--- src/rtl/core/hfla_ram.sv ---
// Generic single-port-write, single-port-read RAM with registered read data.
module hfla_ram #(
	parameter int WIDTH = 8,
	parameter int DEPTH = 16
) (
	input  logic                     clk,
	input  logic                     we,
	input  logic [$clog2(DEPTH)-1:0] waddr,
	input  logic [WIDTH-1:0]         wdata,
	input  logic                     re,
	input  logic [$clog2(DEPTH)-1:0] raddr,
	output logic [WIDTH-1:0]         rdata
);

	logic [WIDTH-1:0] mem [DEPTH];

	always_ff @(posedge clk) begin
		if (we) begin
			mem[waddr] <= wdata;
		end
		if (re) begin
			rdata <= mem[raddr];
		end
	end

endmodule

--- config.mk ---
export PLATFORM = sky130hd
export DESIGN_NAME = hfla_ram
export DESIGN_NICKNAME = d
export VERILOG_FILES = /design/src/rtl/core/hfla_ram.sv
export SDC_FILE = /design/constraint.sdc
export NUM_CORES = 1
export LEC_CHECK = 0
export ABC_AREA = 1
export BUFFER_PORTS_ARGS = -buffer_cell sky130_fd_sc_hd__buf_2
export CORE_ASPECT_RATIO = 0.6
export CORE_MARGIN = 4
export CORE_UTILIZATION = 60
export DETAILED_ROUTE_END_ITERATION = 10
export PLACE_DENSITY = 0.78
export SYNTH_ARGS = -nofsm -noshare
export SYNTH_HDL_FRONTEND = slang
export SYNTH_SLANG_ARGS = --single-unit
--- constraint.sdc ---
create_clock -name clk -period 1.6 [get_ports clk]
set_input_delay 0.32 -clock clk [delete_from_list [all_inputs] [get_ports clk]]
set_output_delay 0.32 -clock clk [all_outputs]
set_load 0.01 [all_outputs]
==> out/qor.json, run 1 <==
{
  "grt.overflow.total": 0,
  "cts_root_buf": "clkbuf_16",
  "max_clock_skew_ns": 0.009443,
  "initial_detailed_routing_violation_count": 654,
  "finalCritPeriodShare": 0.8381,
  "ir_worst_vdd_v": 0.001216,
  "via_density": 5.474,
  "drc_errors": 0,
  "crit_chain": "buf_2",
  "area_of_the_multi_input_gates_mm2": 0.001214,
  "nNetsFinal": 616,
  "finalWeightedCongestion": 0.8827,
  "postSynth.topFlopCell": "edfxtp_1",
  "rsz0062_at_grt": "no",
  "die_w_um": 135.4,
  "ctsHtreeMaxLevel": 4,
  "synthesized_flop_and_latch_total": 136,
  "timing_worst_slew_pin_value_ns": 0.6282,
  "tritoncts_num_sinks": 136,
  "grt_first_pass_wirelength_mm": 22.03,
  "hold_path_depth": 1,
  "pwr-share-clk": 0.460,
  "main_area_contributors_after_synthesis": "edfxtp_1 70%, nand2_1 11%, nand3_1 8.3%",
  "detailroute.via_count": 4045,
  "layout.filler_cells": 656,
  "power_report.internal_total_w": 0.006603,
  "power_switching_w": 0.001832,
  "status": "complete, no violations",
  "dpl.hpwl_mm": 8.951,
  "core_area_mm2": 0.009324,
  "combinational_share_of_power": 0.061,
  "reg2regPathDepth": 6,
  "final-setup-viol-count": 0,
  "finalSetupTns_ns": 0,
  "endpoint_class_of_the_critical_path": "output port",
  "layout-area-overhead-vs-synth_pct": 16.24,
  "synth_warnings": 0,
  "cts.repair_timing.setup_buffer_count": 0,
  "post-synth-top-area-fraction": 0.6985,
  "sw_frac_of_total": 0.2172,
  "critical_path_peak_fanout": 1,
  "setup_slack_ns": 0.2590,
  "grt_max_degree": 38,
  "rr_endpoint": "rdata[6]$_DFFE_PP_",
  "synth_fp_nets": 570,
  "crit_buf_inv": 1,
  "rr_startpoint": "mem[15][6]$_DFFE_PP_",
  "synth_seq_area_share": 0.6985,
  "post_synth_inst_count": 551,
  "worst_path_max_delay_cell": "edfxtp_1",
  "clock_insertion_delay_worst_skew_ns": 0.42,
  "diodes": 0,
  "die_area_mm2": 0.01144,
  "io_pins": 27,
  "cts_tree": "built",
  "timing.hold.worst.start": "re",
  "synth.most_common_cell": "nand2_1",
  "seqCellArea_mm2": 0.004084,
  "wire_per_inst_um": 18.99,
  "port-buffer-count": 26,
  "holdBufCountCts": 0,
  "ys_top_cells_by_count": "173 x nand2_1, 136 x edfxtp_1, 100 x inv_1",
  "final_max_slew_viol_count": 0,
  "power_density_mw_per_mm2": 1241,
  "min_period_ns": 1.341,
  "finalCoreUtilization": 0.7289,
  "synth_largest_area_cell": "edfxtp_1",
  "cap_violations": 0,
  "synth.distinct_cells": 11,
  "hold_end": "rdata[1]$_DFFE_PP_",
  "timing.setup.critical_path_class": "reg2out",
  "dp_worst_setup_slack_ns": 0.006271,
  "worst_path_largest_cell_delay_ns": 0.43,
  "max_freq_mhz": 745.7,
  "drt-pass1-iter-count": 8,
  "synth_enable_flop_cells": 136,
  "detail-route-antenna-nets": 0,
  "timing.final.hold_violations": 0,
  "hold_path_class": "in2reg",
  "post_cts_resize_count": 0,
  "grt.total_usage": 0.2641,
  "die_height_um": 84.47,
  "grt_pass1_vias": 3899,
  "initial_core_util": 0.6271,
  "slew_hr": 0.5806,
  "floorplan.rows": 27,
  "crit_family": "flip-flops",
  "final_layout_size_suffix_gt1_frac": 0.1330,
  "tritoncts_buffer_count": 17,
  "synthArstFlopShare": 0,
  "worst_hold_slack_ns": 0.2896,
  "crit_path_start_kind": "flop",
  "cp.required_ns": 1.28,
  "clock_tree.buffer_depth": 2,
  "synth.avg_cell_area_um2": 10.61,
  "p_leak_nw": 2.955,
  "seqPwrFrac": 0.479,
  "grt_antenna_before_repair": 0,
  "cts.clk_slew.worst_paths_ns": 0.06,
  "syn_area_mm2": 0.005847,
  "reg2reg_setup_slack_ns": 0.41,
  "finalWirelength_mm": 14.03,
  "worst-endpoint-arrival_ns": 1.02
}
-- flip-flops by register name, summed over array words and instances (netlist names) --
register  cells
rdata         8
mem         128
-- power groups by stage --
stage | Sequential (W) | Clock (W) | Combinational (W)
global placement | 0.00411 | 0 | 0.000486
detailed placement | 0.00412 | 0 | 0.000500
floorplan | 0.00411 | 0 | 0.000281
global route | 0.00405 | 0.00409 | 0.000562
finish | 0.00404 | 0.00388 | 0.000513
CTS | 0.00404 | 0.00391 | 0.000507
-- layer usage --
| layer | wire [um] | vias up | GRT usage |
|---|---|---|---|
| met1 | 6162 | 1858 | 0.3996 |
| met3 | 1700 | 37 | 0.09820 |
| met5 | 0 | - | 0 |
| met2 | 5841 | 276 | 0.3520 |
| li1 | - | 1874 | - |
| met4 | 330 | 0 | 0.09149 |
-- cell type report --
class / instances / share of cell area
Sequential cell: 136 / 0.6009
Clock buffer: 19 / 0.06370
Timing Repair Buffer: 51 / 0.05412
Multi-Input combinational cell: 289 / 0.1786
Inverter: 102 / 0.05633
Clock inverter: 12 / 0.02246
Tap cell: 130 / 0.02393
-- cell families (layout without fill, tap and decap cells) --
group / after synthesis / after routing / synth area share
buf+inv: 126 / 184 / 0.09394
simple gates: 289 / 289 / 0.2076
flops: 136 / 136 / 0.6985
-- placed cells by master (no fill, tap or decap), drive strengths merged --
| master | count |
|---|---|
| nand2 | 173 |
| edfxtp | 136 |
| inv | 103 |
| nand3 | 97 |
| buf | 51 |
| clkbuf | 19 |
| nor2 | 17 |
| clkinv | 5 |
| clkinvlp | 3 |
| bufinv | 3 |
| nand3b | 2 |
-- worst max-delay path by stage --
stage | startpoint | endpoint | slack, ns | cells after the start
2_1_floorplan | waddr[2] | mem[10][0]$_DFFE_PP_ | 0.33 | 2
3_3_place_gp | raddr[1] | rdata[1]$_DFFE_PP_ | 0.04 | 6
3_5_place_dp | raddr[1] | rdata[1]$_DFFE_PP_ | 0.006 | 6
4_1_cts | rdata[2]$_DFFE_PP_ | rdata[2] | 0.27 | 1
5_1_grt | rdata[2]$_DFFE_PP_ | rdata[2] | 0.24 | 1
6_report | rdata[2]$_DFFE_PP_ | rdata[2] | 0.26 | 1
-- through the flow --
step,cells,total power (W),instance area (um^2)
4_1_cts,739,0.008458,6797
3_3_place_gp,708,0.004598,6211
2_1_floorplan,551,0.004396,5847
6_report,739,0.008436,6797
3_5_place_dp,708,0.004616,6211
5_1_grt,739,0.008703,6797
(Power assumes the default switching activity.)
==> inputs of run 2 (changes only) <==
clock period = 1.3 ns   (was 1.6 ns; I/O delays follow)
==> run 2 against run 1 <==
Effect of this change:
- clock power up 7.2%
- worst setup slack worse by 0.19 ns
- largest power group unchanged
- flip-flop and latch count unchanged
- final area up 0.17%
- critical endpoint unchanged
- highest routed layer unchanged
- total power up 16%
==> out/qor.json, run 2 (synthesis gave the netlist of run 1 again) <==
{
  "status": "complete, no violations",
  "endpoint_class_of_the_critical_path": "output port",
  "max_clock_skew": {"value": 0.006219, "unit": "ns", "change": "-0.003224 ns"},
  "sw_frac_of_total": {"value": 0.2128, "change": "-0.004454"},
  "final-setup-viol-count": {"value": 0, "change": "unchanged"},
  "cts.clk_slew.worst_paths": {"value": 0.06, "unit": "ns", "change": "about the same"},
  "cp.required": {"value": 1.04, "unit": "ns", "change": "-0.24 ns"},
  "grt_pass1_vias": {"value": 3665, "change": "-6.0%"},
  "via_density": {"value": 5.389, "change": "-1.5%"},
  "tritoncts_num_sinks": {"value": 136, "change": "unchanged"},
  "holdBufCountCts": {"value": 0, "change": "unchanged"},
  "dp_worst_setup_slack": {"value": -0.1841, "unit": "ns", "change": "-0.1904 ns"},
  "grt.met2_usage": {"value": 0.3403, "change": "-0.01173"},
  "power_switching": {"value": 0.002083, "unit": "W", "change": "+14%"},
  "drc_errors": {"value": 0, "change": "unchanged"},
  "port-buffer-count": {"value": 26, "change": "unchanged"},
  "worst_path_largest_cell_delay": {"value": 0.40, "unit": "ns", "change": "-0.03 ns"},
  "clock_insertion_delay_worst_skew": {"value": 0.41, "unit": "ns", "change": "about the same"},
  "largest_registers": "mem: 128 flops, rdata: 8 flops",
  "wire_per_inst": {"value": 17.89, "unit": "um", "change": "-5.8%"},
  "die_area": {"value": 0.01144, "unit": "mm^2", "change": "unchanged"},
  "diodes": {"value": 0, "change": "unchanged"},
  "initial_detailed_routing_violation_count": {"value": 588, "change": "-10%"},
  "finalWeightedCongestion": {"value": 0.9014, "change": "+2.1%"},
  "max_freq_mhz": 812.5,
  "setup_slack": {"value": 0.06924, "unit": "ns", "change": "-0.1898 ns"},
  "worst_path_max_delay_cell": "edfxtp_1",
  "io_pins": {"value": 27, "change": "unchanged"},
  "grt.total_usage": {"value": 0.2540, "change": "-0.01011"},
  "tritoncts_buffer_count": {"value": 17, "change": "unchanged"},
  "finalWirelength": {"value": 13.42, "unit": "mm", "change": "-4.4%"},
  "timing.final.hold_violations": {"value": 0, "change": "unchanged"},
  "seqCellArea": {"value": 0.004084, "unit": "mm^2", "change": "unchanged"},
  "crit_buf_inv": {"value": 1, "change": "unchanged"},
  "final_layout_size_suffix_gt1_frac": {"value": 0.1387, "change": "+0.005705"},
  "layout-area-overhead-vs-synth_pct": 16.43,
  "post_dp_cell_area": {"value": 0.006309, "unit": "mm^2", "change": "+1.6%"},
  "seqPwrFrac": {"value": 0.508, "change": "+0.029"},
  "grt.met1_usage": {"value": 0.4058, "change": "+0.006187"},
  "grt_antenna_before_repair": {"value": 0, "change": "unchanged"},
  "crit_chain": "buf_2",
  "power_density": {"value": 1438, "unit": "mW/mm^2", "change": "+16%"},
  "globalRoute.busiestLayer": "met1",
  "grt.overflow.total": {"value": 0, "change": "unchanged"},
  "worst-endpoint-arrival": {"value": 0.97, "unit": "ns", "change": "-0.05 ns"},
  "layout.cells.most_common_list": "173 x nand2_1, 136 x edfxtp_1, 100 x inv_1, 97 x nand3_1, 34 x buf_4",
  "detailroute.via_count": {"value": 4042, "change": "-0.074%"},
  "post_cts_resize_count": {"value": 0, "change": "unchanged"},
  "detail-route-antenna-nets": {"value": 0, "change": "unchanged"},
  "cts.repair_timing.setup_buffer_count": {"value": 0, "change": "unchanged"},
  "ir_worst_vdd": {"value": 0.001045, "unit": "V", "change": "-14%"},
  "ctsHtreeMaxLevel": {"value": 4, "change": "unchanged"},
  "critical_path_peak_fanout": {"value": 1, "change": "unchanged"},
  "combinational_share_of_power": {"value": 0.068, "change": "+0.007"},
  "p_leak": {"value": 2.985, "unit": "nW", "change": "+1.0%"},
  "layout.cells.most_common": "nand2_1",
  "rsz0062_at_grt": "no",
  "crit_family": "flip-flops",
  "final_max_slew_viol_count": {"value": 0, "change": "unchanged"},
  "power_report.internal_total": {"value": 0.007709, "unit": "W", "change": "+17%"},
  "layout.filler_cells": {"value": 612, "change": "-6.7%"},
  "die_height": {"value": 84.47, "unit": "um", "change": "unchanged"},
  "die_w": {"value": 135.4, "unit": "um", "change": "unchanged"},
  "cts_tree": "built",
  "timing.setup.critical_path_class": "reg2out",
  "core_area": {"value": 0.009324, "unit": "mm^2", "change": "unchanged"},
  "pwr-share-clk": {"value": 0.425, "change": "-0.035"},
  "max_ffs_per_register": {"value": 128, "change": "unchanged"},
  "register_with_the_highest_flop_count": "mem",
  "grt_use_met3": {"value": 0.07665, "change": "-0.02156"},
  "cts_root_buf": "clkbuf_16",
  "dpl.hpwl": {"value": 8.919, "unit": "mm", "change": "-0.37%"},
  "worst_hold_slack": {"value": 0.2243, "unit": "ns", "change": "-0.06528 ns"},
  "hold_path_class": "in2reg",
  "crit_path_start_kind": "flop",
  "min_period_ns": 1.231,
  "finalCoreUtilization": {"value": 0.7301, "change": "+0.001208"},
  "nNetsFinal": {"value": 629, "change": "+2.1%"},
  "finalCritPeriodShare": 0.9467,
  "timing_worst_slew_pin_value": {"value": 0.4578, "unit": "ns", "change": "-0.1704 ns"},
  "initial_core_util": {"value": 0.6271, "change": "unchanged"},
  "slew_hr": {"value": 0.6948, "change": "+0.1142"},
  "power.total": {"value": 0.009792, "unit": "W", "change": "+16%"},
  "drt-pass1-iter-count": {"value": 5, "change": "-3"},
  "floorplan.rows": {"value": 27, "change": "unchanged"},
  "grt_max_degree": {"value": 33, "change": "-13%"},
  "layout.cell_area.non_filler": {"value": 0.006808, "unit": "mm^2", "change": "+0.17%"},
  "area_of_the_multi_input_gates": {"value": 0.001214, "unit": "mm^2", "change": "unchanged"},
  "grt_first_pass_wirelength": {"value": 21.05, "unit": "mm", "change": "-4.5%"},
  "cap_violations": {"value": 0, "change": "unchanged"},
  "clock_tree.buffer_depth": {"value": 2, "change": "unchanged"}
}
run 2: cell count changes in the layout (fill, tap and decap cells not counted):
cell and change:
inv_6 -1, clkinv_4 -2, buf_4 +13, clkinvlp_4 -3, clkinv_1 +4, bufinv_16 -2, clkbuf_1 +2
run 2: routing by layer:
metal | part of all wire | wire [um]
met5 | 0 | 0
met4 | 0.0080 | 107
met3 | 0.11 | 1471
met2 | 0.42 | 5695
met1 | 0.46 | 6144
run 2: worst paths after layout:
path / slack (ns) / endpoint / depth (start not counted) / from
max reg2reg: 0.10 / rdata[3]$_DFFE_PP_ / 6 / mem[0][3]$_DFFE_PP_
max: 0.07 / rdata[2] / 1 / rdata[2]$_DFFE_PP_
min: 0.22 / rdata[0]$_DFFE_PP_ / 1 / re
min reg2reg: 0.75 / rdata[2]$_DFFE_PP_ / 6 / mem[6][2]$_DFFE_PP_
run 2: power groups by stage:
| stage | Combinational (W) | Clock (W) | Sequential, W |
|---|---|---|---|
| 2_1_floorplan | 0.000346 | 0 | 0.00506 |
| 3_3_place_gp | 0.000630 | 0 | 0.00505 |
| 3_5_place_dp | 0.000651 | 0 | 0.00506 |
| 4_1_cts | 0.000657 | 0.00419 | 0.00497 |
| 5_1_grt | 0.000729 | 0.00442 | 0.00498 |
| 6_report | 0.000662 | 0.00416 | 0.00497 |
run 2: final cells by class:
type / count / share of cell area
Sequential cell: 136 / 0.5999
Multi-Input combinational cell: 289 / 0.1783
Timing Repair Buffer: 64 / 0.06837
Clock buffer: 21 / 0.06469
Inverter: 102 / 0.05624
Tap cell: 130 / 0.02389
Clock inverter: 8 / 0.008638
run 2: stage by stage:
stage,std cells,TNS (ns)
3_5_place_dp,721,-1.182
5_1_grt,750,0
4_1_cts,750,0
2_1_floorplan,551,0
6_report,750,0
3_3_place_gp,721,-0.9872
==> inputs of run 3 (changes only) <==
--- a/config.mk
+++ b/config.mk
@@ -8,2 +8,3 @@
 export ABC_AREA = 1
+export ABC_CLOCK_PERIOD_IN_PS = 1300
 export BUFFER_PORTS_ARGS = -buffer_cell sky130_fd_sc_hd__buf_2
--- a/constraint.sdc
+++ b/constraint.sdc
@@ -3,2 +3,2 @@
 set_output_delay 0.26 -clock clk [all_outputs]
-set_load 0.01 [all_outputs]
+set_load 0.1 [all_outputs]
==> run 3 against run 2 <==
Effect of this change:
- the run now ends with setup timing left
- global-route usage down 0.75 points
- register-to-register slack better by 0.04 ns
- worst setup slack got worse by 0.12 ns
- hold slack worse by 0.010 ns
- combinational power grew 28%
- fmax is 8.6% lower
- first-iteration DRC count fell by 16%
- critical endpoint unchanged
==> out/qor.json, run 3 (synthesis gave the netlist of run 1 again) <==
{
  "grt_first_pass_wirelength": {"value": 20.79, "unit": "mm", "change": "-1.2%"},
  "grt_max_degree": {"value": 44, "change": "+33%"},
  "diodes": {"value": 0, "change": "unchanged"},
  "grt_antenna_before_repair": {"value": 0, "change": "unchanged"},
  "hold_path_class": "in2reg",
  "die_height": {"value": 84.47, "unit": "um", "change": "unchanged"},
  "crit_chain": "buf_12",
  "worst-endpoint-arrival": {"value": 1.09, "unit": "ns", "change": "+0.12 ns"},
  "tritoncts_num_sinks": {"value": 136, "change": "unchanged"},
  "layout-area-overhead-vs-synth_pct": 18.68,
  "initial_detailed_routing_violation_count": {"value": 495, "change": "-16%"},
  "ir_worst_vdd": {"value": 0.001055, "unit": "V", "change": "+0.98%"},
  "worst_hold_slack": {"value": 0.2138, "unit": "ns", "change": "-0.01047 ns"},
  "tritoncts_buffer_count": {"value": 17, "change": "unchanged"},
  "worst_path_largest_cell_delay": {"value": 0.46, "unit": "ns", "change": "+0.06 ns"},
  "wire_per_inst": {"value": 17.65, "unit": "um", "change": "-1.3%"},
  "reg2regPathDepth": {"value": 6, "change": "unchanged"},
  "die_area": {"value": 0.01144, "unit": "mm^2", "change": "unchanged"},
  "final-setup-viol-count": {"value": 2, "change": "+2"},
  "crit_path_start_kind": "flop",
  "power_density": {"value": 1484, "unit": "mW/mm^2", "change": "+3.2%"},
  "max_freq": {"value": 742.8, "unit": "MHz", "change": "-8.6%"},
  "die_w": {"value": 135.4, "unit": "um", "change": "unchanged"},
  "crit_buf_inv": {"value": 1, "change": "unchanged"},
  "crit_cells": {"value": 1, "change": "unchanged"},
  "timing_worst_slew_pin_value": {"value": 0.4192, "unit": "ns", "change": "-0.03857 ns"},
  "register_with_the_highest_flop_count": "mem",
  "crit_family": "flip-flops",
  "cp.required": {"value": 1.04, "unit": "ns", "change": "about the same"},
  "post_cts_resize_count": {"value": 0, "change": "unchanged"},
  "max_clock_skew": {"value": 0.004971, "unit": "ns", "change": "-0.001248 ns"},
  "cts_tree": "built",
  "setup_slack": {"value": -0.04635, "unit": "ns", "change": "-0.1156 ns"},
  "final_max_slew_viol_count": {"value": 0, "change": "unchanged"},
  "finalWeightedCongestion": {"value": 0.9629, "change": "+6.8%"},
  "timing.final.hold_violations": {"value": 0, "change": "unchanged"},
  "critical_path_peak_fanout": {"value": 1, "change": "unchanged"},
  "seqCellArea": {"value": 0.004084, "unit": "mm^2", "change": "unchanged"},
  "dpl.hpwl": {"value": 8.339, "unit": "mm", "change": "-6.5%"},
  "cts.repair_timing.setup_buffer_count": {"value": 0, "change": "unchanged"},
  "initial_core_util": {"value": 0.6271, "change": "unchanged"},
  "grt.overflow.total": {"value": 0, "change": "unchanged"},
  "io_pins": {"value": 27, "change": "unchanged"},
  "grt_pass1_vias": {"value": 3812, "change": "+4.0%"},
  "final_layout_size_suffix_gt1_frac": {"value": 0.1366, "change": "-0.002124"},
  "finalCritPeriodShare": {"value": 1.036, "change": "+0.08891"},
  "cts.clk_slew.worst_paths": {"value": 0.06, "unit": "ns", "change": "about the same"},
  "finalWirelength": {"value": 13.15, "unit": "mm", "change": "-2.0%"},
  "layout.cells.most_common_list": "173 x nand2_1, 136 x edfxtp_1, 100 x inv_1, 97 x nand3_1, 24 x buf_4",
  "layout.filler_cells": {"value": 659, "change": "+7.7%"},
  "p_leak": {"value": 3.025, "unit": "nW", "change": "+1.3%"},
  "finalCoreUtilization": {"value": 0.7442, "change": "+0.01409"},
  "nNetsFinal": {"value": 621, "change": "-1.3%"},
  "drc_errors": {"value": 0, "change": "unchanged"},
  "port-buffer-count": {"value": 26, "change": "unchanged"},
  "ctsHtreeMaxLevel": {"value": 4, "change": "unchanged"},
  "core_area": {"value": 0.009324, "unit": "mm^2", "change": "unchanged"},
  "timing.setup.critical_path_class": "reg2out",
  "floorplan.rows": {"value": 27, "change": "unchanged"},
  "via_density": {"value": 5.391, "change": "about the same"},
  "clock_tree.buffer_depth": {"value": 2, "change": "unchanged"},
  "hold_path_depth": {"value": 1, "change": "unchanged"},
  "grt.total_usage": {"value": 0.2464, "change": "-0.007532"},
  "worst_path_max_delay_cell": "edfxtp_1",
  "holdBufCountCts": {"value": 0, "change": "unchanged"},
  "endpoint_class_of_the_critical_path": "output port",
  "finalSetupTns": {"value": -0.04845, "unit": "ns", "change": "-0.04845 ns"},
  "rsz0062_at_grt": "yes",
  "slew_hr": {"value": 0.7205, "change": "+0.02571"},
  "detailroute.via_count": {"value": 4016, "change": "-0.64%"},
  "min_period": {"value": 1.346, "unit": "ns", "change": "+0.1156 ns"},
  "area_of_the_multi_input_gates": {"value": 0.001214, "unit": "mm^2", "change": "unchanged"},
  "status": "complete, but fails checks",
  "clock_insertion_delay_worst_skew": {"value": 0.42, "unit": "ns", "change": "about the same"},
  "max_ffs_per_register": {"value": 128, "change": "unchanged"},
  "cts_root_buf": "clkbuf_16",
  "cap_violations": {"value": 0, "change": "unchanged"},
  "failed_checks": "setup timing",
  "layout.cells.most_common": "nand2_1",
  "detail-route-antenna-nets": {"value": 0, "change": "unchanged"},
  "drt-pass1-iter-count": {"value": 6, "change": "+1"},
  "largest_registers": "mem: 128 flops, rdata: 8 flops"
}
==> run 3: per-stage QoR <==
stage | setup slack, ns | cells | area (um^2) | total power [W]
6_report | -0.04635 | 745 | 6939 | 0.01030
5_1_grt | -0.06486 | 745 | 6939 | 0.01067
4_1_cts | -0.04331 | 745 | 6939 | 0.01034
3_5_place_dp | -0.1564 | 713 | 6394 | 0.005910
3_3_place_gp | -0.1317 | 713 | 6394 | 0.005889
2_1_floorplan | 0.08916 | 551 | 5847 | 0.005554
==> run 3: routing by layer <==
layer,track usage,share of wire,vias up,routed length [um]
met5,0,0,-,0
met4,0.08143,0.016,0,208
met3,0.08443,0.11,22,1381
met2,0.3407,0.44,204,5743
met1,0.3687,0.44,1903,5819
li1,-,-,1887,-
==> run 3: path summary, 6_finish.rpt <==
path	from	end	slack [ns]
min reg2reg	mem[15][3]$_DFFE_PP_	rdata[3]$_DFFE_PP_	0.75
min	re	rdata[0]$_DFFE_PP_	0.21
max reg2reg	mem[0][1]$_DFFE_PP_	rdata[1]$_DFFE_PP_	0.14
max	rdata[2]$_DFFE_PP_	rdata[2]	-0.05
==> run 3: area by class of cell <==
class                   count  share of cell area
inverters                 102             0.05517
clock inverters            12             0.01569
flip-flops and latches    136              0.5885
multi-input cells         289              0.1749
repair buffers             56             0.07934
clock buffers              20             0.06293
well taps                 130             0.02344
==> run 3: where the power goes <==
| group | internal, W | total, W | switching (W) |
|---|---|---|---|
| sequential | 0.00494 | 0.00498 | 0.0000384 |
| clock | 0.00277 | 0.00447 | 0.00170 |
| combinational | 0.000270 | 0.000847 | 0.000576 |
